File: src/sv/trle_pkg.sv
`timescale 1ns / 1ps
`default_nettype none

package trle_pkg;

    localparam int MAX_RUN      = 128;
    localparam int MAX_CHANNELS = 4;
    localparam int RUN_W        = 8;
    localparam int CNT_W        = 3;
    localparam int OQ_DEPTH     = 4;
    localparam int OQ_PTR_W     = 2;
    localparam int OQ_CNT_W     = 3;

    localparam logic [6:0] HDR_COUNT_MASK = 7'h7f;
    localparam logic [7:0] HDR_RUN_FLAG   = 8'h80;

    typedef struct packed {
        logic       final_pixel;
        logic [7:0] pix_byte3;
        logic [7:0] pix_byte2;
        logic [7:0] pix_byte1;
        logic [7:0] pix_byte0;
    } in_beat_t;

    typedef struct packed {
        logic       image_done;
        logic [7:0] out_byte3;
        logic [7:0] out_byte2;
        logic [7:0] out_byte1;
        logic [7:0] out_byte0;
        logic [7:0] packet_header;
    } out_beat_t;

    typedef struct packed {
        logic       eq;
        logic [7:0] px_byte;
        logic [7:0] held_byte;
    } lane_res_t;

    typedef struct packed {
        logic      valid0;
        logic      valid1;
        out_beat_t beat0;
        out_beat_t beat1;
    } pkt_pair_t;

    function automatic logic [7:0] pkt_header(input logic [RUN_W-1:0] run_len);
        logic [RUN_W-1:0] cm1;
        begin
            cm1 = run_len - RUN_W'(1);
            if (run_len > RUN_W'(1)) begin
                pkt_header = HDR_RUN_FLAG | {1'b0, cm1[6:0] & HDR_COUNT_MASK};
            end else begin
                pkt_header = 8'h00;
            end
        end
    endfunction

endpackage

`default_nettype wire

File: src/sv/trle_lane.sv
`timescale 1ns / 1ps
`default_nettype none

module trle_lane (
    input  wire logic              active,
    input  wire logic [7:0]        px_byte,
    input  wire logic [7:0]        held_byte,
    output trle_pkg::lane_res_t    res
);
    import trle_pkg::*;

    logic [7:0] px_m;
    logic [7:0] held_m;

    assign px_m   = active ? px_byte : 8'h00;
    assign held_m = active ? held_byte : 8'h00;

    assign res.eq        = (px_m == held_m);
    assign res.px_byte   = px_m;
    assign res.held_byte = held_m;

endmodule

`default_nettype wire

File: src/sv/trle_outq.sv
`timescale 1ns / 1ps
`default_nettype none

module trle_outq (
    input  wire logic                aclk,
    input  wire logic                aresetn,
    input  wire trle_pkg::pkt_pair_t push,
    output logic                     room2,
    output logic                     m_valid,
    input  wire logic                m_ready,
    output trle_pkg::out_beat_t      m_data
);
    import trle_pkg::*;

    out_beat_t               mem_reg [OQ_DEPTH];
    logic [OQ_PTR_W-1:0]     wr_ptr_reg, wr_ptr_next;
    logic [OQ_PTR_W-1:0]     rd_ptr_reg, rd_ptr_next;
    logic [OQ_CNT_W-1:0]     count_reg, count_next;
    logic                    pop;
    logic [OQ_CNT_W-1:0]     n_push;
    logic [OQ_PTR_W-1:0]     wr_ptr_1;

    assign pop      = m_valid && m_ready;
    assign m_valid  = (count_reg != '0);
    assign m_data   = mem_reg[rd_ptr_reg];
    assign room2    = (count_reg <= OQ_CNT_W'(OQ_DEPTH - 2));
    assign wr_ptr_1 = wr_ptr_reg + OQ_PTR_W'(1);

    always_comb begin
        n_push      = OQ_CNT_W'(push.valid0) + OQ_CNT_W'(push.valid1);
        wr_ptr_next = wr_ptr_reg + n_push[OQ_PTR_W-1:0];
        rd_ptr_next = rd_ptr_reg + OQ_PTR_W'(pop);
        count_next  = count_reg + n_push - OQ_CNT_W'(pop);
    end

    always_ff @(posedge aclk) begin
        if (!aresetn) begin
            wr_ptr_reg <= '0;
            rd_ptr_reg <= '0;
            count_reg  <= '0;
        end else begin
            wr_ptr_reg <= wr_ptr_next;
            rd_ptr_reg <= rd_ptr_next;
            count_reg  <= count_next;
        end
    end

    always_ff @(posedge aclk) begin
        if (push.valid0) begin
            mem_reg[wr_ptr_reg] <= push.beat0;
        end
        if (push.valid1) begin
            mem_reg[wr_ptr_1] <= push.beat1;
        end
    end

endmodule

`default_nettype wire

File: src/sv/targa_rle_pixel_encoder_unit.sv
`timescale 1ns / 1ps
`default_nettype none

// Channel   Ports                        Handshake      Beat
// input     s_valid s_ready s_data       valid/ready    one pixel
// output    m_valid m_ready m_data       valid/ready    one packet
// config    cfg_wr_en cfg_wr_data        write enable   channel_count
//
// One pixel is taken per cycle; its packets are written to a four-entry output
// queue in the same cycle and leave one beat per cycle while m_ready is high.
// s_ready drops only while the queue has fewer than two free entries.
// A pixel that closes a run and is final yields two beats in one cycle.
// aresetn (synchronous) empties the run, the queue, and sets channel_count to 4.

module targa_rle_pixel_encoder_unit (
    input  wire logic                aclk,
    input  wire logic                aresetn,
    input  wire logic                cfg_wr_en,
    input  wire logic [2:0]          cfg_wr_data,
    input  wire logic                s_valid,
    output logic                     s_ready,
    input  wire trle_pkg::in_beat_t  s_data,
    output logic                     m_valid,
    input  wire logic                m_ready,
    output trle_pkg::out_beat_t      m_data
);
    import trle_pkg::*;

    logic [CNT_W-1:0]  chan_cnt_reg;
    logic [7:0]        held_reg [MAX_CHANNELS];
    logic [7:0]        held_next [MAX_CHANNELS];
    logic [RUN_W-1:0]  run_reg, run_next;

    logic [CNT_W-1:0]        eff_cnt;
    logic [MAX_CHANNELS-1:0] active;
    logic [7:0]              px_in [MAX_CHANNELS];
    lane_res_t               lane_res [MAX_CHANNELS];
    logic [MAX_CHANNELS-1:0] lane_eq;

    logic              accept;
    logic              close_run;
    logic [RUN_W-1:0]  run_mid;
    logic [RUN_W-1:0]  run_new;
    logic [7:0]        mid_byte [MAX_CHANNELS];
    out_beat_t         pkt_close;
    out_beat_t         pkt_flush;
    pkt_pair_t         push;
    logic              room2;

    assign px_in[0] = s_data.pix_byte0;
    assign px_in[1] = s_data.pix_byte1;
    assign px_in[2] = s_data.pix_byte2;
    assign px_in[3] = s_data.pix_byte3;

    always_comb begin
        if (chan_cnt_reg == '0) begin
            eff_cnt = CNT_W'(1);
        end else if (chan_cnt_reg > CNT_W'(MAX_CHANNELS)) begin
            eff_cnt = CNT_W'(MAX_CHANNELS);
        end else begin
            eff_cnt = chan_cnt_reg;
        end
    end

    genvar c;
    generate
        for (c = 0; c < MAX_CHANNELS; c++) begin : g_lane
            assign active[c] = (CNT_W'(c) < eff_cnt);
            trle_lane u_lane (
                .active    (active[c]),
                .px_byte   (px_in[c]),
                .held_byte (held_reg[c]),
                .res       (lane_res[c])
            );
            assign lane_eq[c]  = lane_res[c].eq;
            assign mid_byte[c] = (run_mid == '0) ? lane_res[c].px_byte : held_reg[c];
        end
    endgenerate

    assign accept  = s_valid && s_ready;
    assign s_ready = room2;

    always_comb begin
        close_run = (run_reg != '0) &&
                    ((~&lane_eq) || (run_reg >= RUN_W'(MAX_RUN)));
        run_mid   = close_run ? '0 : run_reg;
        run_new   = run_mid + RUN_W'(1);

        pkt_close.packet_header = pkt_header(run_reg);
        pkt_close.out_byte0     = lane_res[0].held_byte;
        pkt_close.out_byte1     = lane_res[1].held_byte;
        pkt_close.out_byte2     = lane_res[2].held_byte;
        pkt_close.out_byte3     = lane_res[3].held_byte;
        pkt_close.image_done    = 1'b0;

        pkt_flush.packet_header = pkt_header(run_new);
        pkt_flush.out_byte0     = active[0] ? mid_byte[0] : 8'h00;
        pkt_flush.out_byte1     = active[1] ? mid_byte[1] : 8'h00;
        pkt_flush.out_byte2     = active[2] ? mid_byte[2] : 8'h00;
        pkt_flush.out_byte3     = active[3] ? mid_byte[3] : 8'h00;
        pkt_flush.image_done    = 1'b1;

        push.valid0 = accept && (close_run || s_data.final_pixel);
        push.valid1 = accept && close_run && s_data.final_pixel;
        push.beat0  = close_run ? pkt_close : pkt_flush;
        push.beat1  = pkt_flush;

        run_next = run_reg;
        for (int i = 0; i < MAX_CHANNELS; i++) begin
            held_next[i] = held_reg[i];
        end
        if (accept) begin
            if (s_data.final_pixel) begin
                run_next = '0;
                for (int i = 0; i < MAX_CHANNELS; i++) begin
                    held_next[i] = 8'h00;
                end
            end else begin
                run_next = run_new;
                for (int i = 0; i < MAX_CHANNELS; i++) begin
                    held_next[i] = mid_byte[i];
                end
            end
        end
    end

    always_ff @(posedge aclk) begin
        if (!aresetn) begin
            chan_cnt_reg <= CNT_W'(MAX_CHANNELS);
            run_reg      <= '0;
            for (int i = 0; i < MAX_CHANNELS; i++) begin
                held_reg[i] <= 8'h00;
            end
        end else begin
            if (cfg_wr_en) begin
                chan_cnt_reg <= cfg_wr_data;
            end
            run_reg <= run_next;
            for (int i = 0; i < MAX_CHANNELS; i++) begin
                held_reg[i] <= held_next[i];
            end
        end
    end

    trle_outq u_outq (
        .aclk    (aclk),
        .aresetn (aresetn),
        .push    (push),
        .room2   (room2),
        .m_valid (m_valid),
        .m_ready (m_ready),
        .m_data  (m_data)
    );

    a_run_bound: assert property (@(posedge aclk) disable iff (!aresetn)
        run_reg <= RUN_W'(MAX_RUN))
        else $error("run length above maximum");

    a_final_empties: assert property (@(posedge aclk) disable iff (!aresetn)
        s_valid && s_ready && s_data.final_pixel |=> run_reg == '0)
        else $error("final pixel did not empty the run");

    a_pixel_held: assert property (@(posedge aclk) disable iff (!aresetn)
        s_valid && s_ready && !s_data.final_pixel |=> run_reg != '0)
        else $error("accepted pixel not held");

    a_final_emits: assert property (@(posedge aclk) disable iff (!aresetn)
        s_valid && s_ready && s_data.final_pixel |=> m_valid)
        else $error("final pixel produced no packet");

endmodule

`default_nettype wire
File: config.mk
export PLATFORM = sky130hd
export DESIGN_NAME = targa_rle_pixel_encoder_unit
export DESIGN_NICKNAME = d
export VERILOG_FILES = /design/src/sv/trle_pkg.sv /design/src/sv/trle_lane.sv /design/src/sv/trle_outq.sv /design/src/sv/targa_rle_pixel_encoder_unit.sv
export SDC_FILE = /design/constraint.sdc
export NUM_CORES = 1
export LEC_CHECK = 0
export ABC_AREA = 0
export ABC_CLOCK_PERIOD_IN_PS = 5350
export BUFFER_PORTS_ARGS = -buffer_cell sky130_fd_sc_hd__buf_2
export CAP_MARGIN = 10
export CORE_MARGIN = 2
export CORE_UTILIZATION = 35
export DETAILED_ROUTE_END_ITERATION = 8
export PLACE_DENSITY = 0.53
export SLEW_MARGIN = 10
export SYNTH_ARGS = -nofsm -noshare
export SYNTH_HDL_FRONTEND = slang
export SYNTH_HIERARCHICAL = 1
export SYNTH_SLANG_ARGS = --single-unit
File: constraint.sdc
create_clock -name aclk -period 5.35 [get_ports aclk]
set_input_delay 0.8025 -clock aclk [delete_from_list [all_inputs] [get_ports aclk]]
set_output_delay 0.8025 -clock aclk [all_outputs]
set_load 0.1 [all_outputs]
==> results of run 1 <==
==> cells by family (layout without fill, tap and decap cells) <==
logic type      count (synthesis)  in the layout
xor+xnor                       40             40
simple gates                  267            267
flops                         214            214
mux                           232            232
compound gates                167            167
fa+ha+maj                      13             13
other cells                     1             12
buf+inv                        93            168
==> per-layer routing <==
| metal | global-route usage | wire (um) |
|---|---|---|
| met1 | 0.244 | 15900 |
| met2 | 0.291 | 15700 |
| met3 | 0.0226 | 1210 |
| met4 | 0.0345 | 490 |
| met5 | 0 | 28 |
==> power breakdown <==
group / internal (uW) / switching [uW]
clock network: 941 / 673
logic: 699 / 1750
registers: 2000 / 167
total: 3640 / 2590
==> through the flow <==
step	cells	area [um^2]	hold WS, ns	total power, uW	utilization
final	1574	14200	0.487	6230	0.400
after global routing	1574	14200	0.496	6500	0.400
after CTS	1574	14200	0.467	6310	0.399
after detailed placement	1530	13400	0.509	4680	0.378
after global placement	1530	13400	0.497	4670	0.378
after floorplan	1038	12700	0.468	4220	-
==> cells in the final DEF (no fill, tap or decap), drive strengths merged, types with 5 or more instances in the layout <==
cell and count:
nor2b 11, nand3 23, o21ai 53, mux4 41, buf 105, conb 12
mux2i 19, inv 18, and2 71, nor2 41, nand4 10, o31ai 18
clkbuf 40, ha 12, nor3 12, xnor2 34, or3 6, dfxtp 50
a211o 8, a31oi 10, edfxtp 164, nand2 73, a21oi 16, a21boi 34
a22oi 5, mux2 172
==> synthesized netlist by cell type (3+ instances only) <==
master | number | share of area
nor4_1 | 3 | 0.0015
xor2_1 | 4 | 0.0028
a22oi_1 | 5 | 0.0030
buf_2 | 17 | 0.0067
nand4_1 | 10 | 0.0049
nor2b_1 | 11 | 0.0054
mux2i_1 | 19 | 0.015
clkbuf_1 | 24 | 0.0071
ha_1 | 12 | 0.012
xnor2_1 | 34 | 0.024
or3_1 | 3 | 0.0015
inv_1 | 16 | 0.0047
buf_6 | 20 | 0.018
nand2_1 | 73 | 0.022
mux2_1 | 3 | 0.0027
a21boi_1 | 18 | 0.011
and3_1 | 4 | 0.0020
nor2_1 | 38 | 0.011
nor3_1 | 10 | 0.0040
dfxtp_1 | 50 | 0.079
a21oi_1 | 15 | 0.0059
o21ai_0 | 45 | 0.018
and2_1 | 71 | 0.035
mux2_2 | 169 | 0.15
edfxtp_1 | 164 | 0.39
a211o_1 | 8 | 0.0055
o31ai_1 | 18 | 0.011
mux4_2 | 41 | 0.073
o21ai_1 | 8 | 0.0032
a31oi_1 | 10 | 0.0049
a21boi_0 | 16 | 0.0095
nand3_1 | 23 | 0.0091
buf_4 | 11 | 0.0065
==> area by class of cell <==
class / instances / area share
clock buffer: 40 / 0.0493
clock inverter: 4 / 0.00422
inverter: 19 / 0.00511
multi-input combinational: 731 / 0.441
sequential: 214 / 0.417
tap: 461 / 0.0406
timing repair buffer: 105 / 0.0426
==> worst max-delay path by stage <==
stage                           end  slack (ns)  cells after the start
4_1_cts        u_outq/mem_reg[1][3]        0.40                     16
5_1_grt        u_outq/mem_reg[1][3]        0.19                     16
2_1_floorplan  u_outq/mem_reg[3][0]        0.09                      6
3_5_place_dp   u_outq/mem_reg[1][3]        0.22                     16
3_3_place_gp   u_outq/mem_reg[2][3]        0.35                     16
6_report       u_outq/mem_reg[0][0]        0.49                     12
==> critical path, cell delays in order, from the launching register on <==
cell and delay (ns):
dfxtp_1 0.74, nor2_2 0.09, buf_4 0.22, inv_1 0.32, o21ai_1 0.25, and4_1 0.37, a2bb2oi_4 0.18, inv_2 0.05
buf_4 0.26, nor2_1 0.50, nand3_2 0.79, buf_12 0.47, mux2_2 0.30
==> impl_results.md, run 1 <==
* Hold wc startpoint: cfg_wr_data[2]
* Maximum vdd drop at 0.000292 V
* Post-Synthesis Cells at 1,027
* Most used DFF post-synth: edfxtp_1
* Routed len/inst at 21.2 um
* Max reg flops at 164
* Largest net degree at the start of global routing at 51
* Final Hold Vio Count at 0
* Worst R2R Path Depth at 12
* Placer Congestion at 0.829
* Post-synthesis mux area share at 0.241
* Remaining Overflow, GRT at 0
* Seq. cell area at 5930 um^2
* Pre-CTS setup slack at 0.215 ns
* F_max at 0.206 GHz
* Multi-input gate area at 6270 um^2
* Hold Crit Class: primary input to flop
* Max Cap Violations at 0
* Synthesis-to-layout area growth at 12.3%
* First-pass GRT wire length at 51,400 um
* Post-synthesis adder-cell area fraction at 0.0134
* TritonCTS clock tree: done
* Slew HR at 0.253
* Die Ht at 194 um
* DR iter-0 viols at 519
* Hold buffers post-CTS at 0
* Crit path required time at 5.62 ns
* P_leak at 0.00513 uW
* Clock Sinks at 214
* Vias per cell at 5.31
* Routed Antenna Nets at 0
* Mean Syn Cell Area at 12.3 um^2
* Vias in the first global route at 8,439
* Final WS setup at 0.492 ns
* Largest family of logic cells by synthesized area: multiplexers
* Die area at 37,700 um^2
* YS warnings at 6
* Post-CTS setup buffers at 0
* Mapped Area at 12,700 um^2
* Vias after detailed routing at 8,351
* Fillers at 3,450
* H-tree Lvls at 1
* PostCTS Resize Cnt at 0
* Clock Latency Late Sink at 0.53 ns
* Worst-margin pin slew at 1.12 ns
* EDFF count, synth at 164
* Final Max Slew Viols at 0
* Post-Synth Simple-Gate Area at 0.112
* Crit path DAT at 5.13 ns
* Register area share after synthesis at 0.468
* Worst setup path start: chan_cnt_reg[2]
* IO Count at 84
* Area of the core at 35,600 um^2
* Synth Area in Compound Gates at 0.0899
* Port bufs at 83
* Hold Crit Depth at 3
* Total iterations of the first detailed-routing run at 5
* Status: complete, no violations
* FF-to-FF End: u_outq/mem_reg[0][0]
* R2R setup slack at 0.49 ns
* Floorplan row count at 69
* Critical path startpoint category: flop
* Final setup TNS at 0 ns
* Yosys cell types at 77
* Initial antenna violation count at 2
* Final Cycle Share at 0.908
* CTS clk-pin slew, worst paths at 0.06 ns
* Tmin final at 4.86 ns
* DRT Wirelength at 33,300 um
* Ratio of cells with drive above 1 in the final layout at 0.341
* Synthesized flop and latch total at 214
* Setup crit end kind: flop
* Clock Skew at 0.0130 ns
* Antenna cells at 0
* FF-to-FF Start: chan_cnt_reg[2]
* Crit-path max FO at 29
* Gr usage total at 0.174
* Dpl hpwl at 20,700 um
* DRC at 0
* PD cells at 439 nW/um^2
* Initial core utilization at 0.356
* Share of synthesized flip-flops with an asynchronous set or reset at 0
* Post-Synth XOR/XNOR Area at 0.0298
* CTS Buffer Depth at 3
* WHS Endpoint: chan_cnt_reg[2]
* Setup violators final at 0
* Critical path class: flop to flop
* # nets final at 1,149
* Die Width at 194 um
* CTS root buf: clkbuf_16
* RSZ-0062 raised after global routing: false
* CTS Buf Count at 24
No activity file was read; power rests on OpenSTA's default activity.
==> run 2: changes to the inputs <==
Settings changed: BUFFER_PORTS_ARGS -buffer_cell sky130_fd_sc_hd__buf_2 to not set, DONT_BUFFER_PORTS set to 1, PLACE_DENSITY 0.53 to 0.51.
==> impl_results.md, run 2 (synthesis results as in run 1) <==
* Routed Antenna Nets at 0 (unchanged)
* Critical path's slowest cell: nor3_2
* Final Cycle Share at 0.859 (-0.0495)
* Crit path DAT at 4.86 ns (-0.27 ns)
* CP bufs+invs at 4 (-1)
* Gr usage total at 0.173 (-0.00186)
* Synthesis-to-layout area growth at 9.74%
* Crit path required time at 5.62 ns (about the same)
* Clock Latency Late Sink at 0.54 ns (about the same)
* CTS root buf: clkbuf_16
* Setup violators final at 0 (unchanged)
* Cell area after layout at 13,900 um^2 (-2.2%)
* Met3 wire length at 1560 um (+28%)
* Setup crit end kind: flop
* Routed len/inst at 21.9 um (+3.5%)
* Clock Sinks at 214 (unchanged)
* Post-DP Area at 13,100 um^2 (-2.8%)
* DR WL met2 at 15,700 um (about the same)
* CTS Buf Count at 25 (+4.2%)
* First-pass GRT wire length at 50,600 um (-1.5%)
* Commonest non-fill, non-tap cell in the layout: mux2_2
* # nets final at 1,069 (-7.0%)
* Met1 WL at 15,000 um (-5.6%)
* Total power at 6210 uW (-0.44%)
* TritonCTS clock tree: done
* Cells along the critical path: buf_4 > nor2_2 > inv_1 > o21ai_1 > and4_1 > a2bb2oi_4 > inv_2 > nand2_1 > inv_1 > ha_1 > nand2_1 > a2111oi_0 > o22ai_2 > nor3_2 > o21ai_0 > mux2_2
* Post-CTS setup buffers at 0 (unchanged)
* Fin util at 0.391 (-0.00894)
* Most frequent cells in the layout: mux2_2 (169), edfxtp_1 (164), nand2_1 (72)
* Dpl hpwl at 20,700 um (+0.25%)
* Antenna cells at 0 (unchanged)
* Status: complete, no violations
* Ratio of cells with drive above 1 in the final layout at 0.296 (-0.0446)
* Largest net degree at the start of global routing at 51 (unchanged)
* RSZ-0062 raised after global routing: false
* Slew HR at 0.284 (+0.0306)
* Max reg flops at 164 (unchanged)
* Final Hold Vio Count at 0 (unchanged)
* CTS Buffer Depth at 3 (unchanged)
* Delay of the slowest critical-path stage at 0.60 ns (-0.19 ns)
* Top Metal Used: met4
* P_leak at 0.00483 uW (-5.8%)
* Die Width at 194 um (unchanged)
* Final setup TNS at 0 ns (unchanged)
* Initial core utilization at 0.356 (unchanged)
* PD cells at 447 nW/um^2 (+1.8%)
* Critical path class: flop to flop
* H-tree Lvls at 1 (unchanged)
* Hold wc startpoint: aresetn
* Placer Congestion at 0.847 (+2.2%)
* Vias per cell at 5.31 (+0.17%)
* FF-to-FF Start: chan_cnt_reg[2]
* Fillers at 3,441 (-0.26%)
* Tmin final at 4.59 ns (-0.265 ns)
* Final Max Slew Viols at 0 (unchanged)
* Worst setup path start: chan_cnt_reg[2]
* Critical path startpoint category: flop
* Vias in the first global route at 8,095 (-4.1%)
* Total iterations of the first detailed-routing run at 5 (unchanged)
* Die area at 37,700 um^2 (unchanged)
* DR iter-0 viols at 412 (-21%)
* Hold buffers post-CTS at 0 (unchanged)
* Worst-margin pin slew at 1.07 ns (-0.0460 ns)
* Crit path max-delay family: simple AND/OR/NAND/NOR gates
* CTS clk-pin slew, worst paths at 0.06 ns (about the same)
* Area of the core at 35,600 um^2 (unchanged)
* Remaining Overflow, GRT at 0 (unchanged)
* Port bufs at 0 (-100%)
* F_max at 0.218 GHz (+5.8%)
* DRT Wirelength at 32,700 um (-1.7%)
* Crit-path max FO at 19 (-34%)
* IO Count at 84 (unchanged)
* Initial antenna violation count at 0 (-2)
* Maximum vdd drop at 0.000268 V (-8.3%)
* Die Ht at 194 um (unchanged)
* Max Cap Violations at 0 (unchanged)
* PostCTS Resize Cnt at 0 (unchanged)
* DRC at 0 (unchanged)
* Clock Skew at 0.0317 ns (+0.0187 ns)
* Hold Crit Class: primary input to flop
* Floorplan row count at 69 (unchanged)
* Vias after detailed routing at 7,945 (-4.9%)
[run 2: final cells by class]
cell class	instances	area, um^2	share of cell area
tap	461	577	0.0415
inverter	19	72.6	0.00522
multi-input combinational	731	6270	0.451
clock buffer	29	661	0.0475
sequential	214	5930	0.427
timing repair buffer	24	218	0.0157
clock inverter	17	170	0.0122
[run 2: per-layer routing]
metal / GRT usage / up-vias
met4: 0.0368 / 0
met5: 0 / -
met1: 0.233 / 3964
met2: 0.289 / 130
li1: - / 3817
met3: 0.0334 / 34
[run 2: path summary, 6_finish.rpt]
kind	endpoint	slack [ns]	cells past startpoint
setup / recovery	u_outq/mem_reg[2][3]	0.76	16
hold / removal	u_outq/rd_ptr_reg[0]	0.40	1
setup reg to reg	u_outq/mem_reg[2][3]	0.76	16
hold reg to reg	held_reg[0][1]	0.51	2
[run 2: power breakdown]
part,switching [uW],internal [uW]
clock,699,1030
sequential,168,2000
combinational,1700,611
[run 2: metrics by stage]
stage / setup WS [ns] / hold slack [ns] / std cells
after CTS: 0.782 / 0.360 / 1495
after detailed placement: 0.487 / 0.503 / 1449
after global routing: 0.318 / 0.384 / 1495
final: 0.757 / 0.399 / 1495
after floorplan: 0.0931 / 0.468 / 1038
after global placement: 0.567 / 0.496 / 1449
